$ cat src/rtl/cmt_pkg.sv
// shared types and constants for the circle merge table
package cmt_pkg;

   localparam int CoordWidth  = 16;
   localparam int RadiusWidth = 10;
   localparam int OffsetWidth = 10;
   localparam int LimitWidth  = RadiusWidth + 1;
   localparam int DataWidth   = 48;
   localparam int UserWidth   = 2;

   typedef struct packed {
      logic [RadiusWidth-1:0] r;
      logic [CoordWidth-1:0]  y;
      logic [CoordWidth-1:0]  x;
   } entry_type;

   typedef struct packed {
      logic shift;
      logic live;
   } step_type;

   typedef enum logic [1:0] {
      ST_IDLE,
      ST_PASS,
      ST_UPDATE,
      ST_FLUSH
   } state_type;

endpackage

$ cat src/rtl/cmt_cell.sv
// one table cell: holds an entry, shifts from its neighbour or loads an appended circle
module cmt_cell (
   input  logic               clock,
   input  logic               shift_en,
   input  cmt_pkg::entry_type shift_in,
   input  logic               load_en,
   input  cmt_pkg::entry_type load_in,
   output cmt_pkg::entry_type q
);
   import cmt_pkg::*;

   entry_type entry_ff;
   entry_type entry_in;

   always_comb begin
      entry_in = entry_ff;
      if (load_en) begin
         entry_in = load_in;
      end else if (shift_en) begin
         entry_in = shift_in;
      end
   end

   always_ff @(posedge clock) begin
      entry_ff <= entry_in;
   end

   assign q = entry_ff;

endmodule

$ cat src/rtl/cmt_merge.sv
// compare and merge unit in the ring between the head and tail cells
module cmt_merge (
   input  logic                             clock,
   input  logic                             reset,
   input  cmt_pkg::step_type                step,
   input  cmt_pkg::entry_type               circle,
   input  logic [cmt_pkg::OffsetWidth-1:0]  offset,
   input  cmt_pkg::entry_type               head,
   output cmt_pkg::entry_type               tail,
   output logic                             hit
);
   import cmt_pkg::*;

   // stage a: distances and limit
   entry_type              a_entry_ff, a_entry_in;
   logic [CoordWidth-1:0]  a_dx_ff, a_dx_in;
   logic [CoordWidth-1:0]  a_dy_ff, a_dy_in;
   logic [LimitWidth-1:0]  a_lim_ff, a_lim_in;
   logic                   a_live_ff, a_live_in;
   // stage b: squares
   entry_type               b_entry_ff, b_entry_in;
   logic [2*CoordWidth-1:0] b_dx2_ff, b_dx2_in;
   logic [2*CoordWidth-1:0] b_dy2_ff, b_dy2_in;
   logic [2*LimitWidth-1:0] b_lim2_ff, b_lim2_in;
   logic                    b_live_ff, b_live_in;

   logic [2*CoordWidth:0]   dist2;
   logic                    match;
   logic [CoordWidth:0]     sum_x;
   logic [CoordWidth:0]     sum_y;
   logic [RadiusWidth:0]    sum_r;
   entry_type               mean;

   always_comb begin
      a_entry_in = head;
      a_dx_in    = (circle.x >= head.x) ? circle.x - head.x : head.x - circle.x;
      a_dy_in    = (circle.y >= head.y) ? circle.y - head.y : head.y - circle.y;
      a_lim_in   = {1'b0, head.r} + {1'b0, offset};
      a_live_in  = step.live;
      b_entry_in = a_entry_ff;
      b_dx2_in   = {{CoordWidth{1'b0}}, a_dx_ff} * {{CoordWidth{1'b0}}, a_dx_ff};
      b_dy2_in   = {{CoordWidth{1'b0}}, a_dy_ff} * {{CoordWidth{1'b0}}, a_dy_ff};
      b_lim2_in  = {{LimitWidth{1'b0}}, a_lim_ff} * {{LimitWidth{1'b0}}, a_lim_ff};
      b_live_in  = a_live_ff;
   end

   always_ff @(posedge clock) begin
      if (step.shift) begin
         a_entry_ff <= a_entry_in;
         a_dx_ff    <= a_dx_in;
         a_dy_ff    <= a_dy_in;
         a_lim_ff   <= a_lim_in;
         b_entry_ff <= b_entry_in;
         b_dx2_ff   <= b_dx2_in;
         b_dy2_ff   <= b_dy2_in;
         b_lim2_ff  <= b_lim2_in;
      end
   end

   always_ff @(posedge clock) begin
      if (reset) begin
         a_live_ff <= 1'b0;
         b_live_ff <= 1'b0;
      end else if (step.shift) begin
         a_live_ff <= a_live_in;
         b_live_ff <= b_live_in;
      end
   end

   always_comb begin
      dist2  = {1'b0, b_dx2_ff} + {1'b0, b_dy2_ff};
      match  = dist2 <= {{(2*CoordWidth+1-2*LimitWidth){1'b0}}, b_lim2_ff};
      sum_x  = {1'b0, circle.x} + {1'b0, b_entry_ff.x};
      sum_y  = {1'b0, circle.y} + {1'b0, b_entry_ff.y};
      sum_r  = {1'b0, circle.r} + {1'b0, b_entry_ff.r};
      mean.x = sum_x[CoordWidth:1];
      mean.y = sum_y[CoordWidth:1];
      mean.r = sum_r[RadiusWidth:1];
      hit    = b_live_ff & match;
      tail   = hit ? mean : b_entry_ff;
   end

endmodule

$ cat src/rtl/circle_merge_table.sv
// top level of the circle merge table: cell ring, merge unit, control and output register
//
//  chan | dir | handshake         | word (lowest field first)
//  req_ | in  | req_tvalid/tready | x, y, radius; user valid_circle; last end_of_frame
//  rsp_ | out | rsp_tvalid/tready | x, y, radius; user table_empty, overflowed; last last_result
//  csr_ | in  | csr_valid/ready   | merge_offset
//
//  a circle is accepted while idle, makes one full turn of the ring through the compare
//  unit in the pass state and is appended in the update state if nothing matched and there is room
//  a flush gives one word a cycle while rsp_tready is high; an empty flush gives one word
//  synchronous reset clears count, overflow flag, offset and control, not the entries
//  req_tready is high only while idle; a stalled output holds the flush in place
module circle_merge_table #(
   parameter int TABLE_DEPTH = 32
) (
   input  logic                               clock,
   input  logic                               reset,
   input  logic                               req_tvalid,
   output logic                               req_tready,
   input  logic [cmt_pkg::DataWidth-1:0]      req_tdata,  // center_x, center_y, radius
   input  logic                               req_tuser,  // valid_circle
   input  logic                               req_tlast,  // end_of_frame
   output logic                               rsp_tvalid,
   input  logic                               rsp_tready,
   output logic [cmt_pkg::DataWidth-1:0]      rsp_tdata,  // out_x, out_y, out_radius
   output logic [cmt_pkg::UserWidth-1:0]      rsp_tuser,  // table_empty, overflowed
   output logic                               rsp_tlast,  // last_result
   input  logic                               csr_valid,
   output logic                               csr_ready,
   input  logic [cmt_pkg::OffsetWidth-1:0]    csr_data
);
   import cmt_pkg::*;

   localparam int CW      = $clog2(TABLE_DEPTH + 1);
   localparam int RingLen = TABLE_DEPTH + 2;
   localparam int TW      = $clog2(RingLen);
   localparam int WW      = (TW > CW) ? TW : CW;
   localparam logic [CW-1:0] DepthC = CW'(TABLE_DEPTH);
   localparam logic [TW-1:0] PassEnd = TW'(RingLen - 1);
   localparam int EntryBits = 2 * CoordWidth + RadiusWidth;

   state_type state_ff, state_in;
   logic [CW-1:0]          count_ff, count_in;
   logic                   overflow_ff, overflow_in;
   logic [OffsetWidth-1:0] offset_ff, offset_in;
   logic [TW-1:0]          pass_ff, pass_in;
   logic [CW-1:0]          flush_ff, flush_in;
   logic                   hit_ff, hit_in;
   entry_type              circle_ff, circle_in;
   logic                   eof_ff, eof_in;
   logic                   rsp_valid_ff, rsp_valid_in;
   logic [DataWidth-1:0]   rsp_data_ff, rsp_data_in;
   logic [UserWidth-1:0]   rsp_user_ff, rsp_user_in;
   logic                   rsp_last_ff, rsp_last_in;

   logic      req_take;
   logic      out_free;
   logic      emit;
   logic      last_word;
   logic      shift_en;
   logic      load_en;
   logic      unit_hit;
   step_type  step;
   entry_type cell_q [TABLE_DEPTH];
   entry_type tail;

   assign req_take  = req_tvalid & req_tready;
   assign out_free  = ~rsp_valid_ff | rsp_tready;
   assign last_word = (count_ff == '0) || (CW'(flush_ff + 1'b1) == count_ff);
   assign csr_ready = 1'b1;

   // ring of cells, head at index 0, tail fed by the merge unit
   for (genvar i = 0; i < TABLE_DEPTH; i++) begin : g_cell
      entry_type nb;
      if (i == TABLE_DEPTH - 1) begin : g_tail
         assign nb = tail;
      end else begin : g_mid
         assign nb = cell_q[i+1];
      end
      cmt_cell u_cell (
         .clock    (clock),
         .shift_en (shift_en),
         .shift_in (nb),
         .load_en  (load_en && (count_ff == CW'(i))),
         .load_in  (circle_ff),
         .q        (cell_q[i])
      );
   end

   cmt_merge u_merge (
      .clock  (clock),
      .reset  (reset),
      .step   (step),
      .circle (circle_ff),
      .offset (offset_ff),
      .head   (cell_q[0]),
      .tail   (tail),
      .hit    (unit_hit)
   );

   // next state
   always_comb begin
      state_in = state_ff;
      case (state_ff)
         ST_IDLE: begin
            if (req_take) begin
               if (req_tuser) begin
                  state_in = ST_PASS;
               end else if (req_tlast) begin
                  state_in = ST_FLUSH;
               end
            end
         end
         ST_PASS: begin
            if (pass_ff == PassEnd) begin
               state_in = ST_UPDATE;
            end
         end
         ST_UPDATE: begin
            state_in = eof_ff ? ST_FLUSH : ST_IDLE;
         end
         ST_FLUSH: begin
            if (emit && last_word) begin
               state_in = ST_IDLE;
            end
         end
         default: begin
            state_in = ST_IDLE;
         end
      endcase
   end

   // control outputs
   always_comb begin
      req_tready = 1'b0;
      emit       = 1'b0;
      shift_en   = 1'b0;
      load_en    = 1'b0;
      step.live  = 1'b0;
      case (state_ff)
         ST_IDLE: begin
            req_tready = 1'b1;
         end
         ST_PASS: begin
            shift_en  = 1'b1;
            step.live = WW'(pass_ff) < WW'(count_ff);
         end
         ST_UPDATE: begin
            load_en = ~hit_ff && (count_ff < DepthC);
         end
         ST_FLUSH: begin
            emit     = out_free;
            shift_en = out_free && (count_ff != '0);
         end
         default: begin
            req_tready = 1'b0;
         end
      endcase
      step.shift = shift_en;
   end

   // datapath registers
   always_comb begin
      count_in    = count_ff;
      overflow_in = overflow_ff;
      offset_in   = csr_valid ? csr_data : offset_ff;
      pass_in     = pass_ff;
      flush_in    = flush_ff;
      hit_in      = hit_ff;
      circle_in   = circle_ff;
      eof_in      = eof_ff;
      if (req_take) begin
         circle_in.x = req_tdata[CoordWidth-1:0];
         circle_in.y = req_tdata[2*CoordWidth-1:CoordWidth];
         circle_in.r = req_tdata[EntryBits-1:2*CoordWidth];
         eof_in      = req_tlast;
         pass_in     = '0;
         flush_in    = '0;
         hit_in      = 1'b0;
      end
      if (state_ff == ST_PASS) begin
         pass_in = TW'(pass_ff + 1'b1);
         if (unit_hit) begin
            hit_in = 1'b1;
         end
      end
      if (state_ff == ST_UPDATE && !hit_ff) begin
         if (count_ff < DepthC) begin
            count_in = CW'(count_ff + 1'b1);
         end else begin
            overflow_in = 1'b1;
         end
      end
      if (emit) begin
         flush_in = CW'(flush_ff + 1'b1);
         if (last_word) begin
            count_in = '0;
         end
      end
   end

   // output register
   always_comb begin
      rsp_valid_in = rsp_valid_ff;
      rsp_data_in  = rsp_data_ff;
      rsp_user_in  = rsp_user_ff;
      rsp_last_in  = rsp_last_ff;
      if (emit) begin
         rsp_valid_in = 1'b1;
         rsp_last_in  = last_word;
         if (count_ff == '0) begin
            rsp_data_in = '0;
            rsp_user_in = {overflow_ff, 1'b1};
         end else begin
            rsp_data_in = {{(DataWidth-EntryBits){1'b0}}, cell_q[0].r, cell_q[0].y,
                           cell_q[0].x};
            rsp_user_in = {overflow_ff, 1'b0};
         end
      end else if (rsp_tready) begin
         rsp_valid_in = 1'b0;
      end
   end

   always_ff @(posedge clock) begin
      if (reset) begin
         state_ff     <= ST_IDLE;
         count_ff     <= '0;
         overflow_ff  <= 1'b0;
         offset_ff    <= '0;
         pass_ff      <= '0;
         flush_ff     <= '0;
         hit_ff       <= 1'b0;
         rsp_valid_ff <= 1'b0;
      end else begin
         state_ff     <= state_in;
         count_ff     <= count_in;
         overflow_ff  <= overflow_in;
         offset_ff    <= offset_in;
         pass_ff      <= pass_in;
         flush_ff     <= flush_in;
         hit_ff       <= hit_in;
         rsp_valid_ff <= rsp_valid_in;
      end
   end

   always_ff @(posedge clock) begin
      circle_ff   <= circle_in;
      eof_ff      <= eof_in;
      rsp_data_ff <= rsp_data_in;
      rsp_user_ff <= rsp_user_in;
      rsp_last_ff <= rsp_last_in;
   end

   assign rsp_tvalid = rsp_valid_ff;
   assign rsp_tdata  = rsp_data_ff;
   assign rsp_tuser  = rsp_user_ff;
   assign rsp_tlast  = rsp_last_ff;

`ifndef NO_ASSERTIONS
   a_count_bound: assert property (@(posedge clock) disable iff (reset)
      count_ff <= DepthC)
      else $error("entry count beyond table depth");

   a_append_room: assert property (@(posedge clock) disable iff (reset)
      load_en |-> (count_ff < DepthC) && !hit_ff)
      else $error("append into a full table or after a merge");

   a_overflow_sticky: assert property (@(posedge clock) disable iff (reset)
      !$fell(overflow_ff))
      else $error("overflow flag cleared");

   a_pass_bound: assert property (@(posedge clock) disable iff (reset)
      (state_ff == ST_PASS) |-> (pass_ff <= PassEnd))
      else $error("ring pass counter out of range");

   a_flush_end: assert property (@(posedge clock) disable iff (reset)
      (emit && last_word) |=> (state_ff == ST_IDLE) && (count_ff == '0) && rsp_tlast)
      else $error("flush did not close cleanly");
`endif

endmodule
$ cat config.mk
export PLATFORM = sky130hd
export DESIGN_NAME = circle_merge_table
export DESIGN_NICKNAME = d
export VERILOG_FILES = /design/src/rtl/cmt_pkg.sv /design/src/rtl/cmt_cell.sv /design/src/rtl/cmt_merge.sv /design/src/rtl/circle_merge_table.sv
export SDC_FILE = /design/constraint.sdc
export NUM_CORES = 2
export LEC_CHECK = 0
export BUFFER_PORTS_ARGS = -buffer_cell sky130_fd_sc_hd__buf_2
export CORE_ASPECT_RATIO = 0.6
export CORE_MARGIN = 2
export CORE_UTILIZATION = 45
export DETAILED_ROUTE_END_ITERATION = 6
export PLACE_DENSITY_LB_ADDON = 0.05
export SYNTH_ARGS = -nofsm -noshare
export SYNTH_HDL_FRONTEND = slang
export SYNTH_HIERARCHICAL = 1
export SYNTH_SLANG_ARGS = --single-unit
$ cat constraint.sdc
create_clock -name clock -period 21.1 [get_ports clock]
set_clock_uncertainty 0.05 [all_clocks]
set_input_delay 2.11 -clock clock [delete_from_list [all_inputs] [get_ports clock]]
set_output_delay 2.11 -clock clock [all_outputs]
set_load 0.01 [all_outputs]
== Word-level counts from Yosys, hierarchy flattened ==
Cells that the tools add are included.
Widths: inputs -> output; s select.

* Add/sub/neg operators: 12
* Multipliers: 3
* Divide/modulo/power cells: 0
* Magnitude comparators: 5
* Equal/unequal tests: 40
* Shifts and indexed selects: 0
* Muxes and demuxes: 92
* Bitwise logic cells: 6
* Reduce and logical (&&, ||, !) cells: 78

{| class="wikitable"
|+ Operator list
! cell !! number
|-
| $mux 42 || 65
|-
| $eq 6x5->1 const B || 16
|-
| $reduce_bool 2->1 || 35
|-
| $mul 16x16->32 || 2
|-
| $sub 16x16->16 || 4
|-
| $eq 6x4->1 const B || 8
|-
| $mux 6 || 7
|-
| $logic_and 1x1->1 || 36
|-
| $add 16x16->17 || 2
|-
| $add 32x32->33 || 1
|-
| $le 33x22->1 || 1
|-
| $ge 16x16->1 || 2
|-
| $mux 16 || 2
|-
| $eq 6x3->1 const B || 4
|-
| $add 10x10->11 || 2
|-
| $mul 11x11->22 || 1
|-
| $add 6x1->6 const B || 3
|-
| $eq 6x2->1 const B || 2
|-
| $mux 2 || 6
|-
| $mux 1 || 10
|-
| $pmux 2 s4 || 1
|-
| $eq 6x1->1 const B || 1
|-
| $eq 6x6->1 || 1
|-
| $eq 6x6->1 const B || 1
|-
| 17 further kinds || 23
|}

* Flip-flop bits (word level): 1686
* Bits in latches: 0
* Bits in writable memories: 0
* ROM bits: 0
* Input bits: 65
* Memories kept: 0

== Logic depth before layout (Yosys ltp) ==
* Depth in word-level cells: 6
* Depth in mapped cells: 27
* Depth with buffers taken out: 26

== By module ==
Netlist, hierarchy kept.

{| class="wikitable"
|+ By module, submodules not included
! module !! times used !! cells each !! area an instance (µm²)
|-
| cmt_cell || 32 || 90 || 1978.1
|-
| cmt_merge || 1 || 3293 || 31655.4
|-
| circle_merge_table || 1 || 410 || 5097.4
|}

== Worst setup path after synthesis ==
Ideal clock, no wire load.

* Path kind: input to register
* Start point: input rsp_tready
* End point: register g_cell[0].u_cell.entry_ff, in the netlist g_cell[0].u_cell/q[0], enable pin
* Data arrival time: 20.059 ns
* Required time: 20.649 ns
* Slack: 0.589 ns
* Cell stages on the path: 4
* Buffers on the path: 0
* Cells stage by stage: nand2b_1 nand3_1 o21ai_0 or2_1

* Word-level cells in the longest chain between the ends: 4

{| class="wikitable"
|+ RTL lines
! element !! line !! text
|-
| start, declared || circle_merge_table.sv:24 || <nowiki>input logic rsp_tready,</nowiki>
|-
| $or 1x1->1 || circle_merge_table.sv:68 || <nowiki>assign out_free = ~rsp_valid_ff | rsp_tready;</nowiki>
|-
| $logic_and 1x1->1 || circle_merge_table.sv:153 || <nowiki>shift_en = out_free && (count_ff != '0);</nowiki>
|-
| $pmux 1 s2 || circle_merge_table.sv:140 || <nowiki>case (state_ff)</nowiki>
|-
| via shift_en || circle_merge_table.sv:60 || <nowiki>logic shift_en;</nowiki>
|-
| $reduce_bool 2->1 (no line) || - ||
|-
| end signal, assigned || cmt_cell.sv:25 || <nowiki>entry_ff <= entry_in;</nowiki>
|-
| end, declared || cmt_cell.sv:12 || <nowiki>entry_type entry_ff;</nowiki>
|}

The timed path passes the listed nets, and every way through them passes these cells.
A chain may end at the register's enable or synchronous reset.

== Worst setup path in the final report ==
* Start point: register u_merge.a_dy_ff[1]
* End point: register u_merge.b_dy2_ff[31] (data pin)

* Word-level cells in the longest chain between the ends: 1

{| class="wikitable"
|+ RTL lines
! element !! line !! text
|-
| start, declared || cmt_merge.sv:17 || <nowiki>logic [CoordWidth-1:0] a_dy_ff, a_dy_in;</nowiki>
|-
| start signal, assigned || cmt_merge.sv:51 || <nowiki>a_dy_ff <= a_dy_in;</nowiki>
|-
| $mul 16x16->32 || cmt_merge.sv:42 || <nowiki>b_dy2_in = {{CoordWidth{1'b0}}, a_dy_ff} * {{CoordWidth{1'b0}}, a_dy_ff};</nowiki>
|-
| via u_merge.b_dy2_in[31] || cmt_merge.sv:23 || <nowiki>logic [2*CoordWidth-1:0] b_dy2_ff, b_dy2_in;</nowiki>
|-
| end signal, assigned || cmt_merge.sv:55 || <nowiki>b_dy2_ff <= b_dy2_in;</nowiki>
|-
| end, declared || cmt_merge.sv:23 ||
|}

The timed path passes the listed nets, and every way through them passes these cells.

==> out/results.ini <==
[status]
status=completed

[synth]
synth_cell_type_count=87
synth_area_um2=100000
ys_warn_count=6
ys_seq_area_frac=0.500
synth_seq_cells=1677
synth_async_sr_flop_share=0
avgSynthCellArea_um2=15.2
syn_inst=6583
synth_ff_type=edfxtp_1
synth_edf_count=1642

[routing]
ant_nets=0
routed_wl_um=261000
drc=0
drt-initial-drc-count=4522
vias=52517
wl_per_cell_um=26.4
firstDrtPassIters=6
avgViaCountPerCell=5.32

[worst_setup_path]
cp_max_fo=19
critPathKind=reg2reg
path_cells=nand2_1 > fa_1 > fa_1 > inv_1 > ha_1 > inv_1 > fa_1 > inv_1 > fa_1 > inv_1 > fa_1 > inv_1 > ha_1 > a2111oi_0 > o21ai_0 > nor4b_1 > o21bai_1 > a31oi_1 > o41ai_1 > o311ai_0 > a31o_1 > a21oi_1 > xnor2_1
arrival_ns=8.24
cp-end-kind=flop
crit_slowest_cell=edfxtp_1
max_stage_delay_ns=0.95
rr_worst_depth=23
crit_required_ns=21.57
crit_path_start_kind=flop

[sta]
grt_setup_unrepaired=false
fin_crit_sh=0.368
fmax_mhz=129
hold_viol_final=0
tns_ns=0
setup_violations=0
slew_headroom=0.215
drv_slew=0
tightest_slew_ns=1.18
fin_crit_ns=7.77

[clock_network]
max-clock-path-buffers=4
root_buffer=clkbuf_16
postCtsSetupRepairBufs=0
postCtsResizedCells=0
clk_latency_ns=0.85
htreeDepth=4
clkTransAtPathRegs_ns=0.06
numCtsBuffers=176
cts_tree=yes
clock-sinks=1677
cts_hold_buf=0

[floorplan]
die_x_um=613
ios=119
die_area_um2=226000
initial_core_util=0.451
placementRows=134
dieHeight_um=369
core_um2=222000

[final_layout]
drive_gt1_frac=0.289
finalNetCount=7638
area_delta_synth_final_pct=7.53
layout_common_cells=edfxtp_1 (1642), mux2_4 (1279), inv_1 (743)
final_cell_area_um2=108000
final_common_cell=edfxtp_1

[grt]
grt_max_degree=66
antenna_found_initial=29
grt_pass1_vias=53329
grt_overflow=0
grt_first_pass_wirelength_um=380000
track_usage=0.230

[placement]
gp_congestion=0.858
postPlaceCellArea_um2=102000
hpwl_um=176000
port_buffers=105

[run]
cap_violations=0

[min_path]
hp-class=reg2reg
hold_depth=0

routing by layer:
layer  share of wire  up-vias  global-route usage
met4           0.016       12              0.0393
met1            0.52    27223               0.370
met3           0.074      251              0.0581
li1                -    23764                   -
met5         0.00029        -                   0
met2            0.39     1267               0.310
cell usage after synthesis, types with 28 or more instances:
master | instances | area [um^2]
and3_1 | 28 | 175
dfxtp_1 | 35 | 701
a21o_1 | 99 | 743
mux2_4 | 1279 | 19200
buf_6 | 34 | 383
clkbuf_1 | 76 | 285
edfxtp_1 | 1642 | 49300
ha_1 | 429 | 5370
xnor2_1 | 127 | 1110
and2_1 | 191 | 1190
nor2_1 | 159 | 597
nor2b_1 | 41 | 257
or2_1 | 32 | 200
o21bai_1 | 31 | 233
buf_12 | 131 | 2620
mux2i_1 | 36 | 360
mux2_2 | 106 | 1190
nor3_1 | 29 | 145
a21oi_1 | 192 | 961
nand2_1 | 260 | 976
xor2_1 | 59 | 517
o21ai_0 | 91 | 455
inv_1 | 745 | 2800
nand3_1 | 50 | 250
fa_1 | 395 | 7910
metrics by stage:
| step | utilization | hold WS, ns | worst slack (ns) | std cells |
|---|---|---|---|---|
| floorplan | - | 0.350 | 0.589 | 6588 |
| global placement | 0.461 | 0.352 | 13.36 | 9563 |
| detailed placement | 0.461 | 0.355 | 13.44 | 9563 |
| CTS | 0.485 | 0.368 | 13.35 | 9867 |
| global route | 0.485 | 0.373 | 12.58 | 9868 |
| finish | 0.485 | 0.366 | 13.33 | 9877 |
final cells by class:
class,count,area (um^2)
flip-flops and latches,1677,50000
multi-input cells,3891,43900
diodes,10,25.0
clock inverters,99,926
fillers,19220,114000
clock buffers,205,4530
inverters,749,2810
repair buffers,254,1660
well taps,2992,3740
kinds of logic after synthesis:
family,synth area share
AO/OA/AOI/OAI,0.0364
flip-flops,0.500
AND/OR/NAND/NOR,0.0443
XOR/XNOR,0.0163
other,0.0000751
buffers and inverters,0.0627
multiplexers,0.208
adder cells (fa/ha/maj),0.133
path summary, 6_finish.rpt:
check	from	to	slack, ns
min reg2reg	u_merge/a_entry_ff[0]	u_merge/b_entry_ff[0]	0.37
max reg2reg	u_merge/a_dy_ff[1]	u_merge/b_dy2_ff[31]	13.33
min	u_merge/a_entry_ff[0]	u_merge/b_entry_ff[0]	0.37
max	u_merge/a_dy_ff[1]	u_merge/b_dy2_ff[31]	13.33
flip-flops by register name, summed over array words and instances, names as in the netlist, 11 cells and up:
register            flops
g_cell.u_cell/q      1344
circle_ff              42
rsp_tdata              42
u_merge/a_entry_ff     42
u_merge/b_entry_ff     42
u_merge/b_dx2_ff       31
u_merge/b_dy2_ff       31
u_merge/b_lim2_ff      21
u_merge/a_dx_ff        16
u_merge/a_dy_ff        16
u_merge/a_lim_ff       11
worst max-delay path, delay by kind of cell (launching register included):
kind / cells / cell delay [ns]
buffers and inverters: 5 / 0.30
and+or+nand+nor: 2 / 0.46
DFF: 1 / 0.95
AOI/OAI and AO/OA: 8 / 2.66
xor gates and xnor gates: 1 / 0.09
adders and majority gates: 7 / 2.99
Power is left out: the tool's default activity adds up to more than one toggle a clock period on the data nets, which glitch-free logic cannot reach.
